===== config.mk =====
export PLATFORM = sky130hd
export DESIGN_NAME = rld_ctrl
export DESIGN_NICKNAME = d
export VERILOG_FILES = /design/src/sv/rld_pkg.sv /design/src/sv/rld_ctrl.sv
export SDC_FILE = /design/constraint.sdc
export NUM_CORES = 1
export LEC_CHECK = 0
export ABC_AREA = 1
export BUFFER_PORTS_ARGS = -buffer_cell sky130_fd_sc_hd__buf_2
export CAP_MARGIN = 0
export CORE_MARGIN = 2
export CORE_UTILIZATION = 40
export CTS_CLUSTER_DIAMETER = 120
export DETAILED_ROUTE_END_ITERATION = 16
export PLACE_DENSITY_LB_ADDON = 0.05
export SYNTH_ARGS = -nofsm -noshare
export SYNTH_HDL_FRONTEND = slang
export SYNTH_SLANG_ARGS = --single-unit
export TNS_END_PERCENT = 5

===== constraint.sdc =====
create_clock -name clk -period 2.5 [get_ports clk]
set_clock_uncertainty 0.2 [all_clocks]
set_input_delay 0.5 -clock clk [delete_from_list [all_inputs] [get_ports clk]]
set_output_delay 0.5 -clock clk [all_outputs]
set_load 0.01 [all_outputs]

===== src/sv/rld_pkg.sv =====
// Shared types, field widths and codes for the record list block.
// Used by rld_ctrl, rld_dpath and record_list_insert_delete_sort.
package rld_pkg;

  localparam int CAPACITY_DEF = 64;

  localparam int CMD_W  = 3;
  localparam int POS_W  = 6;
  localparam int ID_W   = 32;
  localparam int SAL_W  = 32;
  localparam int STAT_W = 3;
  localparam int CMP_W  = POS_W + 1;

  localparam int IN_BITS   = CMD_W + POS_W + ID_W + SAL_W;
  localparam int OUT_BITS  = STAT_W + POS_W + ID_W + SAL_W;
  localparam int S_TDATA_W = ((IN_BITS + 7) / 8) * 8;
  localparam int M_TDATA_W = ((OUT_BITS + 7) / 8) * 8;

  localparam logic [CMD_W-1:0] CMD_INSERT  = 3'd0;
  localparam logic [CMD_W-1:0] CMD_DEL_POS = 3'd1;
  localparam logic [CMD_W-1:0] CMD_DEL_ID  = 3'd2;
  localparam logic [CMD_W-1:0] CMD_SORT    = 3'd3;
  localparam logic [CMD_W-1:0] CMD_DUMP    = 3'd4;

  localparam logic [STAT_W-1:0] ST_OK     = 3'd0;
  localparam logic [STAT_W-1:0] ST_FULL   = 3'd1;
  localparam logic [STAT_W-1:0] ST_BADPOS = 3'd2;
  localparam logic [STAT_W-1:0] ST_NOID   = 3'd3;
  localparam logic [STAT_W-1:0] ST_EMPTY  = 3'd4;

  typedef struct packed {
    logic [ID_W-1:0]  id;
    logic [SAL_W-1:0] sal;
  } rec_t;

  typedef enum logic [2:0] {I_HOLD, I_ZERO, I_CNT, I_POS, I_INC, I_DEC} i_op_t;
  typedef enum logic [1:0] {J_HOLD, J_I1, J_INC} j_op_t;
  typedef enum logic [1:0] {RA_I, RA_IM1, RA_IP1, RA_J} ra_sel_t;
  typedef enum logic {WA_I, WA_J} wa_sel_t;
  typedef enum logic [1:0] {WD_RDATA, WD_INPUT, WD_HOLD} wd_sel_t;
  typedef enum logic [1:0] {CNT_HOLD, CNT_INC, CNT_DEC} cnt_op_t;
  typedef enum logic [1:0] {OI_POS, OI_I, OI_ZERO} oi_sel_t;

  typedef struct packed {
    logic              ld_in;
    i_op_t             i_op;
    j_op_t             j_op;
    logic              rd_en;
    ra_sel_t           ra_sel;
    logic              wr_en;
    wa_sel_t           wa_sel;
    wd_sel_t           wd_sel;
    logic              hold_ld;
    logic              pos_ld_i;
    cnt_op_t           cnt_op;
    logic              out_ld;
    logic [STAT_W-1:0] out_status;
    oi_sel_t           out_idx_sel;
    logic              out_entry;
    logic              out_last;
  } dp_cmd_t;

  typedef struct packed {
    logic [CMD_W-1:0] cmd;
    logic             cnt_zero;
    logic             cnt_full;
    logic             pos_gt_cnt;
    logic             pos_ge_cnt;
    logic             i_gt_pos;
    logic             i_last;
    logic             i_end;
    logic             j_end;
    logic             id_match;
    logic             sal_le;
    logic             out_free;
  } dp_stat_t;

endpackage


===== src/sv/rld_ctrl.sv =====
// Command sequencer for the record list block.
// Drives rld_dpath through dp_cmd_t and reads back dp_stat_t; uses rld_pkg.
module rld_ctrl (
  input  logic              clk,
  input  logic              rst,
  input  logic              in_valid,
  output logic              in_ready,
  input  rld_pkg::dp_stat_t stat,
  output rld_pkg::dp_cmd_t  cmd
);
  import rld_pkg::*;

  typedef enum logic [3:0] {
    S_IDLE, S_DISPATCH, S_RESULT,
    S_INS_CHK, S_INS_WR,
    S_DEL_CHK, S_DEL_WR,
    S_FIND_RD, S_FIND_CMP,
    S_SORT_I, S_SORT_HLD, S_SORT_J, S_SORT_CMP,
    S_DUMP_RD, S_DUMP_OUT
  } state_t;

  state_t            state, state_next;
  logic [STAT_W-1:0] res_status, res_status_next;
  oi_sel_t           res_idx, res_idx_next;

  assign in_ready = (state == S_IDLE) && !rst;

  always_ff @(posedge clk) begin
    if (rst) begin
      state      <= S_IDLE;
      res_status <= ST_OK;
      res_idx    <= OI_ZERO;
    end else begin
      state      <= state_next;
      res_status <= res_status_next;
      res_idx    <= res_idx_next;
    end
  end

  always_comb begin
    cmd             = '0;
    state_next      = state;
    res_status_next = res_status;
    res_idx_next    = res_idx;
    unique case (state)
      S_IDLE: begin
        if (in_valid) begin
          cmd.ld_in  = 1'b1;
          state_next = S_DISPATCH;
        end
      end
      S_DISPATCH: begin
        unique case (stat.cmd)
          CMD_INSERT: begin
            if (stat.cnt_full) begin
              res_status_next = ST_FULL;
              res_idx_next    = OI_POS;
              state_next      = S_RESULT;
            end else if (stat.pos_gt_cnt) begin
              res_status_next = ST_BADPOS;
              res_idx_next    = OI_POS;
              state_next      = S_RESULT;
            end else begin
              cmd.i_op   = I_CNT;
              state_next = S_INS_CHK;
            end
          end
          CMD_DEL_POS: begin
            if (stat.cnt_zero) begin
              res_status_next = ST_EMPTY;
              res_idx_next    = OI_POS;
              state_next      = S_RESULT;
            end else if (stat.pos_ge_cnt) begin
              res_status_next = ST_BADPOS;
              res_idx_next    = OI_POS;
              state_next      = S_RESULT;
            end else begin
              cmd.i_op   = I_POS;
              state_next = S_DEL_CHK;
            end
          end
          CMD_DEL_ID: begin
            if (stat.cnt_zero) begin
              res_status_next = ST_EMPTY;
              res_idx_next    = OI_ZERO;
              state_next      = S_RESULT;
            end else begin
              cmd.i_op   = I_ZERO;
              state_next = S_FIND_RD;
            end
          end
          CMD_SORT: begin
            cmd.i_op   = I_ZERO;
            state_next = S_SORT_I;
          end
          CMD_DUMP: begin
            if (stat.cnt_zero) begin
              res_status_next = ST_EMPTY;
              res_idx_next    = OI_ZERO;
              state_next      = S_RESULT;
            end else begin
              cmd.i_op   = I_ZERO;
              state_next = S_DUMP_RD;
            end
          end
          default: begin
            // unknown command: drop silently
            state_next = S_IDLE;
          end
        endcase
      end
      S_RESULT: begin
        if (stat.out_free) begin
          cmd.out_ld      = 1'b1;
          cmd.out_status  = res_status;
          cmd.out_idx_sel = res_idx;
          cmd.out_last    = 1'b1;
          state_next      = S_IDLE;
        end
      end
      // insert: move entries up from the tail, then drop the new record in
      S_INS_CHK: begin
        if (stat.i_gt_pos) begin
          cmd.rd_en  = 1'b1;
          cmd.ra_sel = RA_IM1;
          state_next = S_INS_WR;
        end else begin
          cmd.wr_en       = 1'b1;
          cmd.wa_sel      = WA_I;
          cmd.wd_sel      = WD_INPUT;
          cmd.cnt_op      = CNT_INC;
          res_status_next = ST_OK;
          res_idx_next    = OI_POS;
          state_next      = S_RESULT;
        end
      end
      S_INS_WR: begin
        cmd.wr_en  = 1'b1;
        cmd.wa_sel = WA_I;
        cmd.wd_sel = WD_RDATA;
        cmd.i_op   = I_DEC;
        state_next = S_INS_CHK;
      end
      // delete: move later entries down one place
      S_DEL_CHK: begin
        if (stat.i_last) begin
          cmd.cnt_op      = CNT_DEC;
          res_status_next = ST_OK;
          res_idx_next    = OI_POS;
          state_next      = S_RESULT;
        end else begin
          cmd.rd_en  = 1'b1;
          cmd.ra_sel = RA_IP1;
          state_next = S_DEL_WR;
        end
      end
      S_DEL_WR: begin
        cmd.wr_en  = 1'b1;
        cmd.wa_sel = WA_I;
        cmd.wd_sel = WD_RDATA;
        cmd.i_op   = I_INC;
        state_next = S_DEL_CHK;
      end
      S_FIND_RD: begin
        if (stat.i_end) begin
          res_status_next = ST_NOID;
          res_idx_next    = OI_ZERO;
          state_next      = S_RESULT;
        end else begin
          cmd.rd_en  = 1'b1;
          cmd.ra_sel = RA_I;
          state_next = S_FIND_CMP;
        end
      end
      S_FIND_CMP: begin
        if (stat.id_match) begin
          cmd.pos_ld_i = 1'b1;
          state_next   = S_DEL_CHK;
        end else begin
          cmd.i_op   = I_INC;
          state_next = S_FIND_RD;
        end
      end
      // sort: entry i is held in a register while j sweeps above it
      S_SORT_I: begin
        if (stat.i_last) begin
          res_status_next = ST_OK;
          res_idx_next    = OI_ZERO;
          state_next      = S_RESULT;
        end else begin
          cmd.rd_en  = 1'b1;
          cmd.ra_sel = RA_I;
          cmd.j_op   = J_I1;
          state_next = S_SORT_HLD;
        end
      end
      S_SORT_HLD: begin
        cmd.hold_ld = 1'b1;
        state_next  = S_SORT_J;
      end
      S_SORT_J: begin
        if (stat.j_end) begin
          cmd.wr_en  = 1'b1;
          cmd.wa_sel = WA_I;
          cmd.wd_sel = WD_HOLD;
          cmd.i_op   = I_INC;
          state_next = S_SORT_I;
        end else begin
          cmd.rd_en  = 1'b1;
          cmd.ra_sel = RA_J;
          state_next = S_SORT_CMP;
        end
      end
      S_SORT_CMP: begin
        if (stat.sal_le) begin
          cmd.wr_en   = 1'b1;
          cmd.wa_sel  = WA_J;
          cmd.wd_sel  = WD_HOLD;
          cmd.hold_ld = 1'b1;
        end
        cmd.j_op   = J_INC;
        state_next = S_SORT_J;
      end
      S_DUMP_RD: begin
        cmd.rd_en  = 1'b1;
        cmd.ra_sel = RA_I;
        state_next = S_DUMP_OUT;
      end
      S_DUMP_OUT: begin
        if (stat.out_free) begin
          cmd.out_ld      = 1'b1;
          cmd.out_status  = ST_OK;
          cmd.out_idx_sel = OI_I;
          cmd.out_entry   = 1'b1;
          cmd.out_last    = stat.i_last;
          if (stat.i_last) begin
            state_next = S_IDLE;
          end else begin
            cmd.i_op   = I_INC;
            state_next = S_DUMP_RD;
          end
        end
      end
      default: begin
        state_next = S_IDLE;
      end
    endcase
  end

endmodule


=== Word level (Yosys, flattened, before mapping) ===
Cells that the tools add are included.

* Flip-flop bits (word level): 9
* Input bits: 17
* Word-level logic and storage cells: 121

* Equal/unequal tests: 30
* Mux-type cells: 75
* Reductions and logical operators: 13

{| class="wikitable"
|+ Operators with widths
! kind !! count
|-
| $mux 3 || 22
|-
| $pmux 4 s14 || 1
|-
| $mux 4 || 10
|-
| $pmux 3 s6 || 2
|-
| $mux 2 || 15
|-
| $eq 4x4->1 const B || 7
|-
| $pmux 4 s5 || 1
|-
| $eq 4x3->1 const B || 4
|-
| $pmux 4 s4 || 1
|-
| $ne 2x2->1 const B || 7
|-
| $pmux 3 s4 || 1
|-
| $pmux 6 s2 || 1
|-
| $mux 1 || 10
|-
| $pmux 2 s5 || 1
|-
| $pmux 3 s3 || 1
|-
| $reduce_and 9->1 || 1
|-
| $eq 4x2->1 const B || 2
|-
| $mux 8 || 1
|-
| $ne 4x4->1 const B || 2
|-
| $pmux 2 s2 || 2
|-
| $pmux 2 s4 || 1
|-
| $reduce_and 8->1 || 1
|-
| $reduce_or 2->1 || 4
|-
| $eq 3x2->1 const B || 2
|-
| 17 further kinds || 18
|}

=== Depth between registers and ports, before layout ===
Gate-level depths: netlist (run 1).

* Word-level depth: 4
* Depth in mapped cells: 11
* Gate-level depth less buffers: 11

=== Worst setup path before layout (run 1) ===
No wires, ideal clock.

* Path type: flip-flop to output port
* Start: register state[1]
* End: output port cmd[0] in the netlist's numbering
* Arrival: 1.332 ns
* Slack: 0.468 ns
* Cell stages (with the launch flop): 7
* Buffers on the path: 0
* Cell sequence: dfxtp_1 > nand2_1 > nor2_1 > inv_1 > nor2_1 > inv_1 > o21ai_0

{| class="wikitable"
|+ RTL lines
! item !! line !! text
|-
| start, declared || rld_ctrl.sv:22 || <nowiki>state_t state, state_next;</nowiki>
|-
| start signal, assigned || rld_ctrl.sv:34 || <nowiki>state <= state_next;</nowiki>
|-
| end, declared || rld_ctrl.sv:9 || <nowiki>output rld_pkg::dp_cmd_t cmd</nowiki>
|}

==> results by group, run 1 <==
Floorplan
  – Row count: 18
  – Initial core utilization: 42.4%
  – Ports: 43
  – Die Area: 3050 um^2
  – Die width: 55.2 um
  – Core Footprint: 2480 um^2
  – Die Height: 55.2 um

Yosys
  – Async set or reset register ratio after synthesis: 0%
  – Mapped Cells: 200
  – Post-synth EDFFs: 0
  – Mean Syn Cell Area: 5.25 um^2
  – Register area share after synthesis: 15.3%
  – Prevailing post-synth register cell: dfxtp_1
  – Mapped cell area: 1050 um^2
  – Library cells used by synthesis: 24
  – Flops & latches, synth: 8
  – Synth Warn #: 0
  – Synthesized net count: 217

Cells and area
  – NumNets Final: 263
  – Area growth, synth to finish: 25.0%
  – Design Area, Final: 1310 um^2
  – Fill cell count: 297
  – Ant. Diodes: 0
  – Layout cells sized above 1: 28.7%

Power and ir drop
  – Pleak: 0.876 nW
  – Pwr Density: 368 nW/um^2
  – Max rail drop VDD: 0.000356 V
  – Total power: 0.483 mW

Global route
  – GRT overflow: 0
  – First-pass GRT wire length: 4960 um
  – Initial antenna violation count: 0
  – Largest net degree at the start of global routing: 8
  – Total track usage: 20.0%
  – Vias in the first global route: 1153

CTS
  – Clock Pin Slew Worst Setup and Hold Paths: 60 ps
  – TritonCTS buffer count: 3
  – CTS max path bufs: 2
  – CTS H-tree depth: 1
  – CTS tree: yes
  – Post-CTS sizing: 0
  – Clk Latency, worst-skew pair: 260 ps
  – Clk sinks: 8
  – CTS hold repair buffers: 0
  – CTS root buf: clkbuf_4
  – Post-CTS setup buffer count: 0

Setup path
  – CP endpoint kind: primary output
  – Req. time, crit path: 1800 ps
  – Worst Path Arrival: 1610 ps
  – Critical path, cell by cell: nand2_1 -> nor2_1 -> inv_1 -> nor2_1 -> inv_1 -> o21ai_0 -> buf_2
  – Crit path max fanout: 5
  – Reg-to-reg startpoint: state[0]
  – CP Class: flop to primary output
  – Critical path startpoint: state[1]
  – Largest stage delay, worst path: 440 ps
  – Worst path top cell family by delay: simple AND/OR/NAND/NOR gates
  – CP Buf/Inv Count: 3
  – Critical-path top delay cell: dfxtp_1
  – CP startpoint kind: flop

Timing
  – Hold slack: 251 ps
  – Fin. Hold Viols: 0
  – Slew @ Worst Pin: 319 ps
  – RSZ-0062 raised after global routing: false
  – Setup TNS Final: 0 ps
  – Tmin final: 2310 ps
  – Slew Viols, Final: 0
  – Worst slew margin: 78.7%
  – Final setup vio count: 0
  – Period utilization: 92.6%
  – F_max: 432 MHz

Min path
  – HP Start: rst
  – Hold crit path type: input port to flop

Run status
  – Outcome: finished clean

Detailed routing
  – DRT iter0 DRCs: 53
  – Post-DR wirelength/cell: 10.5 um
  – Wirelength, routed: 2870 um
  – Via count: 1308
  – Vias per cell: 4.77
  – Post-DRT Antenna Nets: 0
  – Remaining DRCs: 0
  – Drt first pass iters: 4

Placement
  – Dpl cell area: 1290 um^2
  – Final Wtd Congestion: 0.862
  – Post-DP HPWL: 2430 um
  – Number of port buffers: 42

Job
  – # Max-Cap Violations: 0
## per-layer routing
layer | global-route usage, % | share of wire [%] | vias to the layer above
met2 | 33.5 | 49 | 34
li1 | - | - | 710
met5 | 0 | 0 | -
met3 | 4.92 | 4.7 | 0
met4 | 4.18 | 0 | 0
met1 | 25.8 | 47 | 564
## report_power, final
part           internal, mW  total [mW]  switching (mW)
Clock                0.0551       0.102          0.0468
Combinational        0.0769       0.221           0.144
Sequential            0.147       0.161          0.0141
Total                 0.279       0.483           0.205
## synth_stat cells, types with 2 or more instances
master / n / area share [%]
nand2_1: 57 / 20
nor2_1: 34 / 12
inv_1: 32 / 11
nand3_1: 18 / 8.6
dfxtp_1: 8 / 15
o21ai_0: 8 / 3.8
nand2_2: 7 / 4.2
a21oi_1: 5 / 2.4
inv_2: 5 / 1.8
nor2_2: 5 / 3.0
nand4_1: 3 / 1.8
nor2_4: 3 / 3.2
o211ai_1: 3 / 2.1
nor3_1: 2 / 0.95
## path summary, 6_finish.rpt
check | endpoint | slack (ps) | cells past startpoint
max | cmd[0] | 190 | 7
min reg2reg | res_idx[1] | 270 | 2
min | state[0] | 250 | 2
max reg2reg | res_status[2] | 840 | 11
## sequential cells by signal, summed over array words and instances (netlist names)
name / flops
state: 4
res_idx: 1
res_status: 3
## worst reg2reg max path, stage by stage (launching register included)
cell     delay (ps)
dfxtp_1         440
inv_2            80
nor2_4          170
nand2_4          90
inv_4           100
nand3_1          70
nand2_1          80
inv_2            50
nand3_4         110
nand2_1          60
nand2_1          50
nor2_1           40
## stage by stage
stage	utilization [%]	setup WS [ps]	std cells
2_1_floorplan	-	468	200
3_3_place_gp	52.1	290	271
3_5_place_dp	52.1	252	271
4_1_cts	53.0	190	274
5_1_grt	53.0	3.18	274
6_report	53.0	185	274
## cell usage in the layout, fill, tap and decap left out, drive strengths merged
cell / instances
nand2: 65
buf: 42
nor2: 42
inv: 38
nand3: 20
o21ai: 8
dfxtp: 8
a21oi: 6
o211ai: 3
nand4: 3
clkbuf: 3
nor3: 2
clkinv: 1
a211oi: 1
o22ai: 1
nand3b: 1
## logic make-up after synthesis
family | Yosys count | share of synthesized area (%)
AO/OA/AOI/OAI | 19 | 11.2
buffers and inverters | 40 | 14.9
flip-flops | 8 | 15.3
AND/OR/NAND/NOR | 133 | 58.6
## area by class of cell
class / count / area [um^2] / share of cell area [%]
Clock buffer: 3 / 22.5 / 1.72
Timing Repair Buffer: 42 / 210 / 16.0
Inverter: 39 / 149 / 11.3
Tap cell: 30 / 37.5 / 2.86
Sequential cell: 8 / 160 / 12.2
Multi-Input combinational cell: 152 / 733 / 55.9
Note: power is estimated with default switching activity, not from simulation.
==> run 2, diff against run 1 <==
--- a/config.mk
+++ b/config.mk
@@ -13,6 +13,7 @@
 export CTS_CLUSTER_DIAMETER = 120
 export DETAILED_ROUTE_END_ITERATION = 16
 export PLACE_DENSITY_LB_ADDON = 0.05
+export SETUP_SLACK_MARGIN = 0.2
 export SYNTH_ARGS = -nofsm -noshare
 export SYNTH_HDL_FRONTEND = slang
 export SYNTH_SLANG_ARGS = --single-unit
==> run 2 against run 1 <==
Compared with the run above:
- final cell count unchanged
- sequential cell count unchanged
- first-iteration DRC count down 40%
- via count up 0.31%
- worst setup slack better by 100 ps
- design area up 1.6%
- largest power group unchanged
- combinational power about the same
- count of clock-buffer cells in the layout unchanged
- fmax up 4.6%
- non-clock buffer count unchanged
- global-route usage about the same
==> results by group, run 2 (synthesis gave the netlist of run 1 again) <==
Timing
  – Fin. Hold Viols: 0
  – Tmin final: 2210 ps
  – Period utilization: 88.5%
  – Worst slew margin: 81.4%
  – Setup TNS Final: 0 ps
  – F_max: 452 MHz
  – Slew @ Worst Pin: 278 ps
  – Final WS setup: 288 ps
  – Final setup vio count: 0
  – RSZ-0062 raised after global routing: true
  – Slew Viols, Final: 0

Detailed routing
  – M1 WL: 1360 um
  – Routed wl met3: 120 um
  – Post-DR wirelength/cell: 10.5 um
  – Post-DRT Antenna Nets: 0
  – Vias per cell: 4.79
  – Drt first pass iters: 4
  – Met2 wire len: 1390 um
  – Remaining DRCs: 0
  – Via count: 1312
  – DRT iter0 DRCs: 32
  – Highest metal used: met4
  – Wirelength, routed: 2890 um

CTS
  – CTS H-tree depth: 1
  – Clk Latency, worst-skew pair: 260 ps
  – CTS max path bufs: 2
  – CTS tree: yes
  – Clk sinks: 8
  – CTS root buf: clkbuf_4
  – Clock Pin Slew Worst Setup and Hold Paths: 60 ps
  – Post-CTS sizing: 2
  – Post-CTS setup buffer count: 0
  – CTS hold repair buffers: 0
  – TritonCTS buffer count: 3

Floorplan
  – Die Height: 55.2 um
  – Die width: 55.2 um
  – Core Footprint: 2480 um^2
  – Die Area: 3050 um^2
  – Ports: 43
  – Initial core utilization: 42.4%
  – Row count: 18

Placement
  – Placed insts: 271
  – Post-DP HPWL: 2430 um
  – Final Wtd Congestion: 0.862
  – Place WS: 252 ps
  – Number of port buffers: 42

Global route
  – Largest net degree at the start of global routing: 8
  – First-pass GRT wire length: 4970 um
  – GRT overflow: 0
  – Initial antenna violation count: 0
  – Total track usage: 20.0%
  – Vias in the first global route: 1153

Cells and area
  – Most frequent cells in the layout: 56 x nand2_1, 42 x buf_2, 32 x inv_1
  – Biggest regs: state x4, res_status x3, res_idx x1
  – Fill cell count: 296
  – Layout cells sized above 1: 32.0%
  – Reg with most FFs: state
  – NumNets Final: 263
  – Ant. Diodes: 0
  – Max FFs per register: 4
  – Commonest non-fill, non-tap cell in the layout: nand2_1
  – Finished Layout Cells: 274
  – Area growth, synth to finish: 27.1%

Min path
  – Hold crit path type: input port to flop

Setup path
  – Worst Path Arrival: 1510 ps
  – CP startpoint kind: input port
  – R2R setup slack: 890 ps
  – CP endpoint kind: primary output
  – Critical-path top delay cell: nand3_1
  – Crit path max fanout: 7
  – CP Class: input port to primary output
  – Critical path, cell by cell: buf_2 -> inv_1 -> nand3_1 -> nand2_2 -> nand2_1 -> nand2_1 -> nor2_1 -> o21ai_0 -> buf_2
  – Req. time, crit path: 1800 ps
  – Largest stage delay, worst path: 160 ps

Power and ir drop
  – Total power: 0.488 mW
  – Pleak: 0.878 nW
  – Max rail drop VDD: 0.000358 V
  – Pwr Density: 366 nW/um^2

Job
  – # Max-Cap Violations: 0

Run status
  – Outcome: finished clean
## run 2: path summary, 6_finish.rpt
| kind | startpoint | end | depth (start not counted) |
|---|---|---|---|
| worst max-delay path | stat[12] | cmd[21] | 9 |
| worst min-delay path | rst | state[0] | 2 |
| worst max register to register | state[3] | res_status[2] | 10 |
| worst min register to register | res_idx[1] | res_idx[1] | 2 |
## run 2: routing by layer
layer | track usage, % | vias up
met3 | 4.92 | 3
li1 | - | 712
met5 | 0 | -
met1 | 26.0 | 569
met2 | 33.5 | 28
met4 | 4.18 | 0
## run 2: final cells by class
type	count	area (um^2)	area share (%)
timing repair buffer	42	210	15.8
multi-input combinational	152	751	56.3
inverter	39	149	11.2
sequential	8	164	12.3
clock buffer	3	22.5	1.69
tap	30	37.5	2.81
## run 2: critical path, delay by kind of cell
kind / cells / cell delay, ps
buf+inv: 3 / 390
compound gates: 1 / 130
simple gates: 5 / 490
## run 2: power by group
| part | total (mW) | switching [mW] | internal (mW) |
|---|---|---|---|
| Combinational | 0.223 | 0.145 | 0.0779 |
| Sequential | 0.162 | 0.0146 | 0.148 |
| Clock | 0.103 | 0.0477 | 0.0552 |
## run 2: per-stage QoR
step,cell area [um^2],hold WS (ps),util (%)
floorplan,1050,229,-
global placement,1290,250,52.1
detailed placement,1290,249,52.1
CTS,1320,236,53.1
global route,1330,234,53.8
finish,1330,247,53.8
